===== config.mk =====
export PLATFORM = sky130hd
export DESIGN_NAME = regex_repeat_bound_scanner_unit_flat
export DESIGN_NICKNAME = d
export VERILOG_FILES = /design/src/sv/rrbs_pkg.sv /design/src/sv/rrbs_in_if.sv /design/src/sv/rrbs_out_if.sv /design/src/sv/regex_repeat_bound_scanner_unit.sv /design/src/sv/rrbs_front.sv /design/src/sv/rrbs_queue.sv /design/src/sv/rrbs_back.sv /design/src/flat_wrapper.sv
export SDC_FILE = /design/constraint.sdc
export NUM_CORES = 1
export LEC_CHECK = 0
export ABC_CLOCK_PERIOD_IN_PS = 5300
export BUFFER_PORTS_ARGS = -buffer_cell sky130_fd_sc_hd__buf_2
export CORE_MARGIN = 3
export CORE_UTILIZATION = 30
export DETAILED_ROUTE_END_ITERATION = 10
export PLACE_DENSITY_LB_ADDON = 0.3
export SLEW_MARGIN = 40
export SYNTH_ARGS = -nofsm -noshare
export SYNTH_HDL_FRONTEND = slang
export SYNTH_SLANG_ARGS = --single-unit

===== constraint.sdc =====
create_clock -name clk_i -period 5.3 [get_ports clk_i]
set_clock_uncertainty 0.05 [all_clocks]
set_input_delay 0.795 -clock clk_i [delete_from_list [all_inputs] [get_ports clk_i]]
set_output_delay 0.795 -clock clk_i [all_outputs]
set_load 0.02 [all_outputs]

===== src/sv/rrbs_pkg.sv =====
// package for the repeat bound scanner: widths, character codes, classified item, phase and action codes
// no dependencies
`default_nettype none

package rrbs_pkg;

  localparam int NUMBER_WIDTH = 31;
  localparam int LIMIT_WIDTH  = 31;
  localparam int SUM_WIDTH    = NUMBER_WIDTH + 4;
  localparam int CMP_WIDTH    = (NUMBER_WIDTH > LIMIT_WIDTH) ? NUMBER_WIDTH : LIMIT_WIDTH;
  localparam logic [LIMIT_WIDTH-1:0] LIMIT_RESET = LIMIT_WIDTH'(50);
  localparam int QUEUE_DEPTH  = 2;

  localparam logic [7:0] CHAR_LBRACE = 8'h7b;
  localparam logic [7:0] CHAR_RBRACE = 8'h7d;
  localparam logic [7:0] CHAR_COMMA  = 8'h2c;
  localparam logic [7:0] CHAR_ZERO   = 8'h30;
  localparam logic [7:0] CHAR_NINE   = 8'h39;
  localparam logic [7:0] CHAR_TAB    = 8'h09;
  localparam logic [7:0] CHAR_LF     = 8'h0a;
  localparam logic [7:0] CHAR_FF     = 8'h0c;
  localparam logic [7:0] CHAR_CR     = 8'h0d;
  localparam logic [7:0] CHAR_SPACE  = 8'h20;

  // classified item handed from front to back
  typedef struct packed {
    logic       lbrace;
    logic       rbrace;
    logic       comma;
    logic       space;
    logic       digit;
    logic [3:0] digit_val;
    logic       last;
    logic       no_char;
  } item_t;

  typedef enum logic [2:0] {
    PH_IDLE,
    PH_OPEN,
    PH_NUM1,
    PH_NUM1WS,
    PH_COMMA,
    PH_NUM2,
    PH_NUM2WS
  } phase_e;

  typedef enum logic [2:0] {
    ACT_NONE,
    ACT_FAIL,
    ACT_START,
    ACT_ADD,
    ACT_MARK,
    ACT_CLOSE_NUM1,
    ACT_CLOSE_FB,
    ACT_CLOSE_NUM2
  } act_e;

endpackage

`default_nettype wire


===== src/sv/rrbs_in_if.sv =====
// input channel of the repeat bound scanner: valid/ready plus one pattern byte
// no dependencies
`default_nettype none

interface rrbs_in_if;
  logic       valid;
  logic       ready;
  logic [7:0] char_code;
  logic       last;
  logic       no_char;

  modport source (output valid, output char_code, output last, output no_char, input ready);
  modport sink   (input valid, input char_code, input last, input no_char, output ready);
endinterface

`default_nettype wire


===== src/sv/rrbs_out_if.sv =====
// result channel of the repeat bound scanner: valid/ready plus the slow flag
// no dependencies
`default_nettype none

interface rrbs_out_if;
  logic valid;
  logic ready;
  logic slow;

  modport source (output valid, output slow, input ready);
  modport sink   (input valid, input slow, output ready);
endinterface

`default_nettype wire


===== src/sv/regex_repeat_bound_scanner_unit.sv =====
// top level of the regex repeat bound scanner
// depends on rrbs_pkg, rrbs_in_if, rrbs_out_if, rrbs_front, rrbs_queue, rrbs_back
`default_nettype none

// The scanner takes a regular-expression text one byte per item and flags it
// slow when a complete {n}, {n,} or {n,m} quantifier (whitespace allowed around
// numbers and comma) carries a count above repeat_limit; counts too large for
// NUMBER_WIDTH bits are ignored. One result item comes out for each input item
// marked last, carrying the sticky flag; the scan then starts over. An item with
// no_char set carries no byte, so a lone last item with no_char reports 0.
// Throughput is one item per clock unless the back stalls on a held result:
// the front classifies the byte as it is accepted and writes it into a
// two-entry queue, the back matcher takes one queued item a cycle and registers
// the result (its multiply-by-ten accumulator is a single add). repeat_limit
// resets to 50 and may only be written while no item is in flight.

module regex_repeat_bound_scanner_unit import rrbs_pkg::*; (
  input  wire logic                   clk_i,
  input  wire logic                   rst_ni,
  rrbs_in_if.sink                     in_i,
  rrbs_out_if.source                  out_o,
  input  wire logic                   cfg_we_i,
  input  wire logic [LIMIT_WIDTH-1:0] cfg_wdata_i
);

  // repeat limit register
  logic [LIMIT_WIDTH-1:0] limit_q;

  // front to queue
  item_t front_item;
  logic  queue_full;

  // queue to back
  logic  queue_valid;
  item_t queue_item;
  logic  back_pop;

  always_ff @(posedge clk_i or negedge rst_ni) begin
    if (!rst_ni) begin
      limit_q <= LIMIT_RESET;
    end else if (cfg_we_i) begin
      limit_q <= cfg_wdata_i;
    end
  end

  // input side waits only on queue space, which runs out when the back stalls on the result side
  assign in_i.ready = !queue_full;

  rrbs_front u_front (
    .char_code_i (in_i.char_code),
    .last_i      (in_i.last),
    .no_char_i   (in_i.no_char),
    .item_o      (front_item)
  );

  rrbs_queue u_queue (
    .clk_i       (clk_i),
    .rst_ni      (rst_ni),
    .push_i      (in_i.valid),
    .push_item_i (front_item),
    .full_o      (queue_full),
    .pop_i       (back_pop),
    .valid_o     (queue_valid),
    .item_o      (queue_item)
  );

  // back stalls only on a last item while the result register is still held
  rrbs_back u_back (
    .clk_i        (clk_i),
    .rst_ni       (rst_ni),
    .limit_i      (limit_q),
    .item_valid_i (queue_valid),
    .item_i       (queue_item),
    .pop_o        (back_pop),
    .out_valid_o  (out_o.valid),
    .out_slow_o   (out_o.slow),
    .out_ready_i  (out_o.ready)
  );

endmodule

`default_nettype wire


===== src/sv/rrbs_front.sv =====
// front end: classifies each accepted byte into an item_t for the queue
// depends on rrbs_pkg
`default_nettype none

module rrbs_front import rrbs_pkg::*; (
  input  wire logic [7:0] char_code_i,
  input  wire logic       last_i,
  input  wire logic       no_char_i,
  output item_t           item_o
);

  always_comb begin
    item_o.lbrace    = (char_code_i == CHAR_LBRACE);
    item_o.rbrace    = (char_code_i == CHAR_RBRACE);
    item_o.comma     = (char_code_i == CHAR_COMMA);
    item_o.space     = (char_code_i == CHAR_TAB) || (char_code_i == CHAR_LF) ||
                       (char_code_i == CHAR_FF)  || (char_code_i == CHAR_CR) ||
                       (char_code_i == CHAR_SPACE);
    item_o.digit     = (char_code_i >= CHAR_ZERO) && (char_code_i <= CHAR_NINE);
    // low nibble of an ascii digit is its value
    item_o.digit_val = char_code_i[3:0];
    item_o.last      = last_i;
    item_o.no_char   = no_char_i;
  end

endmodule

`default_nettype wire


===== src/sv/rrbs_queue.sv =====
// two-entry queue of classified items between front and back
// depends on rrbs_pkg
`default_nettype none

module rrbs_queue import rrbs_pkg::*; (
  input  wire logic  clk_i,
  input  wire logic  rst_ni,
  input  wire logic  push_i,
  input  item_t      push_item_i,
  output logic       full_o,
  input  wire logic  pop_i,
  output logic       valid_o,
  output item_t      item_o
);

  localparam int PtrW = $clog2(QUEUE_DEPTH);
  localparam int CntW = $clog2(QUEUE_DEPTH + 1);

  item_t              mem_q [QUEUE_DEPTH];
  logic [PtrW-1:0]    wr_ptr_q, wr_ptr_d;
  logic [PtrW-1:0]    rd_ptr_q, rd_ptr_d;
  logic [CntW-1:0]    cnt_q, cnt_d;
  logic               do_push, do_pop;

  assign full_o  = (cnt_q == CntW'(QUEUE_DEPTH));
  assign valid_o = (cnt_q != '0);
  assign item_o  = mem_q[rd_ptr_q];
  assign do_push = push_i && !full_o;
  assign do_pop  = pop_i && valid_o;

  always_comb begin
    wr_ptr_d = wr_ptr_q;
    rd_ptr_d = rd_ptr_q;
    cnt_d    = cnt_q;
    if (do_push) begin
      wr_ptr_d = (wr_ptr_q == PtrW'(QUEUE_DEPTH - 1)) ? '0 : wr_ptr_q + 1'b1;
    end
    if (do_pop) begin
      rd_ptr_d = (rd_ptr_q == PtrW'(QUEUE_DEPTH - 1)) ? '0 : rd_ptr_q + 1'b1;
    end
    if (do_push && !do_pop) begin
      cnt_d = cnt_q + 1'b1;
    end else if (do_pop && !do_push) begin
      cnt_d = cnt_q - 1'b1;
    end
  end

  always_ff @(posedge clk_i or negedge rst_ni) begin
    if (!rst_ni) begin
      wr_ptr_q <= '0;
      rd_ptr_q <= '0;
      cnt_q    <= '0;
    end else begin
      wr_ptr_q <= wr_ptr_d;
      rd_ptr_q <= rd_ptr_d;
      cnt_q    <= cnt_d;
    end
  end

  always_ff @(posedge clk_i) begin
    if (do_push) begin
      mem_q[wr_ptr_q] <= push_item_i;
    end
  end

endmodule

`default_nettype wire


===== src/sv/rrbs_back.sv =====
// back end: quantifier matcher, decimal accumulator, sticky flag and result register
// depends on rrbs_pkg
`default_nettype none

module rrbs_back import rrbs_pkg::*; (
  input  wire logic                   clk_i,
  input  wire logic                   rst_ni,
  input  wire logic [LIMIT_WIDTH-1:0] limit_i,
  input  wire logic                   item_valid_i,
  input  item_t                       item_i,
  output logic                        pop_o,
  output logic                        out_valid_o,
  output logic                        out_slow_o,
  input  wire logic                   out_ready_i
);

  phase_e                  phase_q, phase_d;
  act_e                    act;
  logic [NUMBER_WIDTH-1:0] num_q, num_d;
  logic                    ovf_q, ovf_d;
  logic                    fb_q, fb_d;
  logic                    slow_q, slow_d;
  logic                    out_valid_q, out_valid_d;
  logic                    out_slow_q, out_slow_d;
  logic [SUM_WIDTH-1:0]    sum;
  logic                    sum_ovf;
  logic                    big;
  logic                    ch;

  assign pop_o       = item_valid_i && (!item_i.last || !out_valid_q || out_ready_i);
  assign out_valid_o = out_valid_q;
  assign out_slow_o  = out_slow_q;
  assign ch          = pop_o && !item_i.no_char;

  // num * 10 + digit, overflow when anything lands above the number range
  assign sum     = (SUM_WIDTH'(num_q) << 3) + (SUM_WIDTH'(num_q) << 1) +
                   SUM_WIDTH'(item_i.digit_val);
  assign sum_ovf = |sum[SUM_WIDTH-1:NUMBER_WIDTH];
  assign big     = !ovf_q && (CMP_WIDTH'(num_q) > CMP_WIDTH'(limit_i));

  // next phase and action
  always_comb begin
    phase_d = phase_q;
    act     = ACT_NONE;
    if (ch) begin
      act = ACT_FAIL;
      case (phase_q)
        PH_OPEN: begin
          if (item_i.space) begin
            act = ACT_NONE;
          end else if (item_i.digit) begin
            act = ACT_START; phase_d = PH_NUM1;
          end
        end
        PH_NUM1: begin
          if (item_i.digit) begin
            act = ACT_ADD;
          end else if (item_i.space) begin
            act = ACT_MARK; phase_d = PH_NUM1WS;
          end else if (item_i.comma) begin
            act = ACT_MARK; phase_d = PH_COMMA;
          end else if (item_i.rbrace) begin
            act = ACT_CLOSE_NUM1;
          end
        end
        PH_NUM1WS: begin
          if (item_i.space) begin
            act = ACT_NONE;
          end else if (item_i.comma) begin
            act = ACT_NONE; phase_d = PH_COMMA;
          end else if (item_i.rbrace) begin
            act = ACT_CLOSE_FB;
          end
        end
        PH_COMMA: begin
          if (item_i.space) begin
            act = ACT_NONE;
          end else if (item_i.rbrace) begin
            act = ACT_CLOSE_FB;
          end else if (item_i.digit) begin
            act = ACT_START; phase_d = PH_NUM2;
          end
        end
        PH_NUM2: begin
          if (item_i.digit) begin
            act = ACT_ADD;
          end else if (item_i.space) begin
            act = ACT_NONE; phase_d = PH_NUM2WS;
          end else if (item_i.rbrace) begin
            act = ACT_CLOSE_NUM2;
          end
        end
        PH_NUM2WS: begin
          if (item_i.space) begin
            act = ACT_NONE;
          end else if (item_i.rbrace) begin
            act = ACT_CLOSE_NUM2;
          end
        end
        default: begin
          act = ACT_FAIL;
        end
      endcase
      if (act == ACT_FAIL) begin
        phase_d = item_i.lbrace ? PH_OPEN : PH_IDLE;
      end else if ((act == ACT_CLOSE_NUM1) || (act == ACT_CLOSE_FB) ||
                   (act == ACT_CLOSE_NUM2)) begin
        phase_d = PH_IDLE;
      end
    end
    if (pop_o && item_i.last) begin
      phase_d = PH_IDLE;
    end
  end

  // datapath and result
  always_comb begin
    num_d       = num_q;
    ovf_d       = ovf_q;
    fb_d        = fb_q;
    slow_d      = slow_q;
    case (act)
      ACT_FAIL: begin
        num_d = '0; ovf_d = 1'b0; fb_d = 1'b0;
      end
      ACT_START: begin
        num_d = NUMBER_WIDTH'(item_i.digit_val); ovf_d = 1'b0;
      end
      ACT_ADD: begin
        if (!ovf_q) begin
          if (sum_ovf) begin
            ovf_d = 1'b1;
          end else begin
            num_d = sum[NUMBER_WIDTH-1:0];
          end
        end
      end
      ACT_MARK: begin
        fb_d = big;
      end
      ACT_CLOSE_NUM1: begin
        slow_d = slow_q || big;
        num_d = '0; ovf_d = 1'b0; fb_d = 1'b0;
      end
      ACT_CLOSE_FB: begin
        slow_d = slow_q || fb_q;
        num_d = '0; ovf_d = 1'b0; fb_d = 1'b0;
      end
      ACT_CLOSE_NUM2: begin
        slow_d = slow_q || fb_q || big;
        num_d = '0; ovf_d = 1'b0; fb_d = 1'b0;
      end
      default: begin
      end
    endcase

    out_valid_d = out_valid_q && !out_ready_i;
    out_slow_d  = out_slow_q;
    if (pop_o && item_i.last) begin
      out_valid_d = 1'b1;
      out_slow_d  = slow_d;
      num_d       = '0;
      ovf_d       = 1'b0;
      fb_d        = 1'b0;
      slow_d      = 1'b0;
    end
  end

  always_ff @(posedge clk_i or negedge rst_ni) begin
    if (!rst_ni) begin
      phase_q     <= PH_IDLE;
      num_q       <= '0;
      ovf_q       <= 1'b0;
      fb_q        <= 1'b0;
      slow_q      <= 1'b0;
      out_valid_q <= 1'b0;
    end else begin
      phase_q     <= phase_d;
      num_q       <= num_d;
      ovf_q       <= ovf_d;
      fb_q        <= fb_d;
      slow_q      <= slow_d;
      out_valid_q <= out_valid_d;
    end
  end

  always_ff @(posedge clk_i) begin
    out_slow_q <= out_slow_d;
  end

endmodule

`default_nettype wire

===== src/flat_wrapper.sv =====
// flat-port wrapper written by rule: the top's interface ports become plain ports
module regex_repeat_bound_scanner_unit_flat import rrbs_pkg::*;
  (clk_i, rst_ni, cfg_we_i, cfg_wdata_i, in_i_valid, in_i_char_code, in_i_last, in_i_no_char, in_i_ready, out_o_valid, out_o_slow, out_o_ready);
  rrbs_in_if in_i_i ();
  rrbs_out_if out_o_i ();
  input  wire logic clk_i;
  input  wire logic rst_ni;
  input  wire logic cfg_we_i;
  input  wire logic [LIMIT_WIDTH-1:0] cfg_wdata_i;
  input wire logic [$bits(in_i_i.valid)-1:0] in_i_valid;
  input wire logic [$bits(in_i_i.char_code)-1:0] in_i_char_code;
  input wire logic [$bits(in_i_i.last)-1:0] in_i_last;
  input wire logic [$bits(in_i_i.no_char)-1:0] in_i_no_char;
  output wire logic [$bits(in_i_i.ready)-1:0] in_i_ready;
  output wire logic [$bits(out_o_i.valid)-1:0] out_o_valid;
  output wire logic [$bits(out_o_i.slow)-1:0] out_o_slow;
  input wire logic [$bits(out_o_i.ready)-1:0] out_o_ready;
  assign in_i_i.valid = in_i_valid;
  assign in_i_i.char_code = in_i_char_code;
  assign in_i_i.last = in_i_last;
  assign in_i_i.no_char = in_i_no_char;
  assign in_i_ready = in_i_i.ready;
  assign out_o_valid = out_o_i.valid;
  assign out_o_slow = out_o_i.slow;
  assign out_o_i.ready = out_o_ready;
  regex_repeat_bound_scanner_unit u_core (.clk_i(clk_i), .rst_ni(rst_ni), .in_i(in_i_i), .out_o(out_o_i), .cfg_we_i(cfg_we_i), .cfg_wdata_i(cfg_wdata_i));
endmodule

==> impl_summary.md <==
Run status
The run finished with clean final reports.

Clock tree
In this run the deepest clock path goes through 2 buffers. The root buffer cell chosen for the clock tree is sky130_fd_sc_hd__clkbuf_16. The post-CTS clock slew at the launch and capture registers of the worst setup and hold paths is 0.07 ns.

The H-tree depth is 3. The clock reaches the later pin of the worst-skew pair after 0.35 ns. The CTS tree is yes. For this design, the sink count on the clock tree is between 90 and 100.

The clock buffer count from CTS is 9. The number of setup buffers added after CTS is 0. Buffers inserted to repair hold after CTS numbered 0. In this run, post-CTS repair resized a total of 0 instances.

Hold path
The tightest min-delay check is of the input pin to asynchronous set/reset pin type.

Floorplan
In this run the horizontal extent of the chip is around 160 um. The area enclosed by the die boundary is 25800 um2. For this design the top-level I/O count stands at 49. The height of the die is 161 um. The count of standard-cell rows is 55. The effective utilization at floorplan is a little under a third. The core region is 23100 um2.

Setup path
The startpoint of the worst-slack reg-to-reg timing path is u_core.u_queue.rd_ptr_q. The largest single stage delay on the critical path is 0.52 ns. The setup path with the least slack is of type flop to flop. The endpoint identified for the worst register-to-register timing path is u_core.u_back.num_q[0].

Data arrives at the worst endpoint at 4.57 ns. In this run the register-to-register setup slack is 0.92 ns. The worst register-to-register path has a depth of 15. The signal on the critical path passes through mux2_2 -> inv_1 -> fa_1 -> inv_1 -> ha_1 -> a211o_1 -> a211oi_1 -> o2bb2ai_1 -> a31oi_1 -> o21bai_1 -> xor2_1 -> nor3_1 -> o21bai_2 -> buf_4 -> mux2_2. On the critical path, the stage with the largest delay is an instance of sky130_fd_sc_hd__fa_1. The data required time at the worst endpoint is 5.49 ns.

STA classifies the critical path startpoint as a flop. The worst setup path is captured at a flop. The critical-path maximum fanout is 15.

Synth
The cell area after synthesis is 7170 um2. Yosys mapped a number of flops with a built-in enable equal to 23. The post-synthesis async set-or-reset flop share is 76.0%. Summing the areas of all xor and xnor instances in the mapped netlist gives under 10% of the synthesized area.

The combinational family with the most area after synthesis is compound AO/OA/AOI/OAI gates. The number of distinct library cell variants in the gate-level netlist after synthesis is 68. The synthesized instance count is roughly 770. The fraction of the mapped netlist area in compound gates is 22.6%. The net count after synthesis is 910. The arithmetic-cell share of the synthesized area counting full adders, half adders and majority gates is 17.0%. The proportion of synthesized chip area in sequential cells is 35.2%. For this run, the number of Yosys warnings is 0. The mean post-synth cell area is 9.33 um2. The number of synthesized register bits is 96. Multiplexer cells account for 2.69% of the synthesized area. In the synthesized netlist the dominant register cell turns out to be sky130_fd_sc_hd__dfrtp_1. Summing the areas of all and, or, nand and nor instances in the mapped netlist gives around 14% of the synthesized area.

Place
The congestion estimate from routability-driven global placement came to 0.857. In this run the cell area measured after placement is 7720 um2. The placement-stage worst setup slack is 0.968 ns. Buffers placed on the I/O ports in this run total 48.

The number of placed instances, taps included is 1106. The HPWL after detailed placement is 12.3 mm.

Drt
The initial detailed-routing violation count is 375. Once detail routing completed, the nets flagged for antenna violations numbered 0. The total DRC errors in the routed layout is 0. The wire length per cell after detailed routing is 14.5 um. Summed over all layers, the routed wires come to 16.3 mm. The number of search-and-repair iterations in the first detailed-routing pass is 5. Across all layers, the routed design uses 5743 vias. The via count normalized by instance count is 5.11.

GRT
Global routing consumed, over all layers together, 12.8% of the routing resources. Entering global routing, the biggest net connects 74 pins. The global-route congestion overflow total is 0. The number of antenna violations at the first check in global routing is 0.

The first-pass GRT wire length is ~27 mm. The number of global-route vias before repair is 5582.

Timing
The count of endpoints failing hold in the final timing report was 0. Setup repair after global routing left no endpoint under its margin. The maximum clock rate is ~0.23 GHz. The total count of max-transition violations in the final report is 0. The final critical path takes up 82.6% of the cycle. At the pin with the least slew margin, the transition time is 0.708 ns.

The final-layout worst hold slack is between 0.4 and 0.5 ns. The final-layout setup total negative slack is 0 ns. The post-route minimum period is approximately 4.4 ns. Headroom to the max-slew limit came out at 52.5%.

Setup violations remaining at the end of the flow were counted as 0. The worst path meets setup with 0.924 ns of slack.

Final layout
The final instance count without filler cells is roughly 1100. After the last flow step, the layout net total stands at 947. For this run, the share of the core covered by cells in the final layout is a little over a third. The post-route netlist has 11.0% of its cells at a drive strength greater than 1. The antenna diode instance count is 0.

The layout overhead on the synthesized area is 12.1%. Once layout is done, the placed cells without fillers occupy 8040 um2.

Flow run
The number of maximum-capacitance constraint violations is 0.

Pwr
Across the VDD grid, the largest voltage drop is 236 uV. In this run the power density over the cells is 337 nW/um2. The total power of the final layout is about 2.7 mW. Summed over all cells, the static leakage comes to 3.88 nW.
[worst max-delay path by stage]
stage / from / end / slack (ns) / cells after the start
after CTS: u_core.u_queue.rd_ptr_q / u_core.u_back.num_q[0] / 0.90 / 15
after floorplan: u_core.u_queue.rd_ptr_q / u_core.u_back.num_q[30] / 1.05 / 17
after global placement: u_core.u_queue.rd_ptr_q / u_core.u_back.num_q[0] / 1.07 / 15
final: u_core.u_queue.rd_ptr_q / u_core.u_back.num_q[0] / 0.92 / 15
after detailed placement: u_core.u_queue.rd_ptr_q / u_core.u_back.num_q[0] / 0.97 / 15
after global routing: u_core.u_queue.rd_ptr_q / u_core.u_back.num_q[0] / 0.62 / 16
[where the power goes]
part	internal (mW)	switching (mW)	leakage (nW)
clock network	0.376	0.308	0.153
logic	0.425	0.637	2.58
registers	0.879	0.0857	1.16
total	1.68	1.03	3.88
[synth_stat cells (6+ instances only)]
cell / instances / area [um2]
sky130_fd_sc_hd__a21oi_1: 50 / 250
sky130_fd_sc_hd__a21o_1: 26 / 195
sky130_fd_sc_hd__nor2b_1: 10 / 62.6
sky130_fd_sc_hd__inv_1: 48 / 180
sky130_fd_sc_hd__nand2_1: 61 / 229
sky130_fd_sc_hd__edfxtp_1: 23 / 691
sky130_fd_sc_hd__a31oi_1: 6 / 37.5
sky130_fd_sc_hd__clkbuf_1: 20 / 75.1
sky130_fd_sc_hd__nor3_1: 11 / 55.1
sky130_fd_sc_hd__a211oi_1: 9 / 67.6
sky130_fd_sc_hd__xnor2_1: 19 / 166
sky130_fd_sc_hd__o21ai_0: 70 / 350
sky130_fd_sc_hd__nand2b_1: 10 / 62.6
sky130_fd_sc_hd__nand4_1: 13 / 81.3
sky130_fd_sc_hd__nor2_1: 53 / 199
sky130_fd_sc_hd__a22o_1: 28 / 245
sky130_fd_sc_hd__nor4_1: 8 / 50.1
sky130_fd_sc_hd__ha_1: 94 / 1180
sky130_fd_sc_hd__xor2_1: 13 / 114
sky130_fd_sc_hd__dfrtp_1: 70 / 1750
sky130_fd_sc_hd__o21a_1: 7 / 52.6
sky130_fd_sc_hd__mux2i_1: 8 / 80.1
sky130_fd_sc_hd__and3_1: 6 / 37.5
sky130_fd_sc_hd__mux2_2: 6 / 67.6
[cells in the final DEF, fill, tap and decap left out, types with 9 or more instances in the layout]
cell	instances
sky130_fd_sc_hd__inv_1	48
sky130_fd_sc_hd__ha_1	94
sky130_fd_sc_hd__nor2_1	52
sky130_fd_sc_hd__a21o_1	26
sky130_fd_sc_hd__nor2b_1	10
sky130_fd_sc_hd__xnor2_1	19
sky130_fd_sc_hd__o21ai_0	70
sky130_fd_sc_hd__a211oi_1	9
sky130_fd_sc_hd__nand2_1	61
sky130_fd_sc_hd__a22o_1	28
sky130_fd_sc_hd__clkbuf_16	9
sky130_fd_sc_hd__nand4_1	13
sky130_fd_sc_hd__buf_2	47
sky130_fd_sc_hd__nor3_1	11
sky130_fd_sc_hd__xor2_1	13
sky130_fd_sc_hd__a21oi_1	50
sky130_fd_sc_hd__nand2b_1	10
sky130_fd_sc_hd__dfrtp_1	70
sky130_fd_sc_hd__edfxtp_1	23
[critical path, delay by kind of cell (launching register included)]
family / cells / cell delay, ns
muxes: 2 / 0.59
AOI/OAI and AO/OA: 6 / 1.58
DFF: 1 / 0.38
buffers and inverters: 3 / 0.35
adders and majority gates: 2 / 0.83
and+or+nand+nor: 1 / 0.15
xor gates and xnor gates: 1 / 0.36
[cell type report]
type                            count  area, um2
Fill cell                        2336      15000
Multi-Input combinational cell    595       4340
Sequential cell                    96       2520
Tap cell                          313        392
Timing Repair Buffer               55        297
Clock buffer                        9        225
Inverter                           48        180
Clock inverter                      7       85.1
[kinds of logic after synthesis]
logic type	Yosys count
AOI/OAI and AO/OA	246
xor gates and xnor gates	32
adders and majority gates	96
buffers and inverters	77
DFF	96
muxes	17
and+or+nand+nor	204
[registers in the layout (all words and copies together) (netlist names)]
register	cells
u_core.u_back.out_valid_o	1
u_core.u_back.fb_q	1
u_core.u_queue.mem_q	22
u_core.u_back.phase_q	3
u_core.u_back.out_slow_o	1
u_core.u_queue.rd_ptr_q	1
u_core.u_back.num_q	31
u_core.u_back.slow_q	1
u_core.u_queue.cnt_q	2
u_core.limit_q	31
u_core.u_back.ovf_q	1
u_core.u_queue.wr_ptr_q	1
[layer usage]
metal	global-route usage, %	vias up	wire [um]
li1	-	2918	-
met1	17.6	2720	7990
met2	20.8	95	7540
met3	2.37	10	572
met4	3.16	0	159
met5	0	-	0
Note: power is estimated with default switching activity, not from simulation.
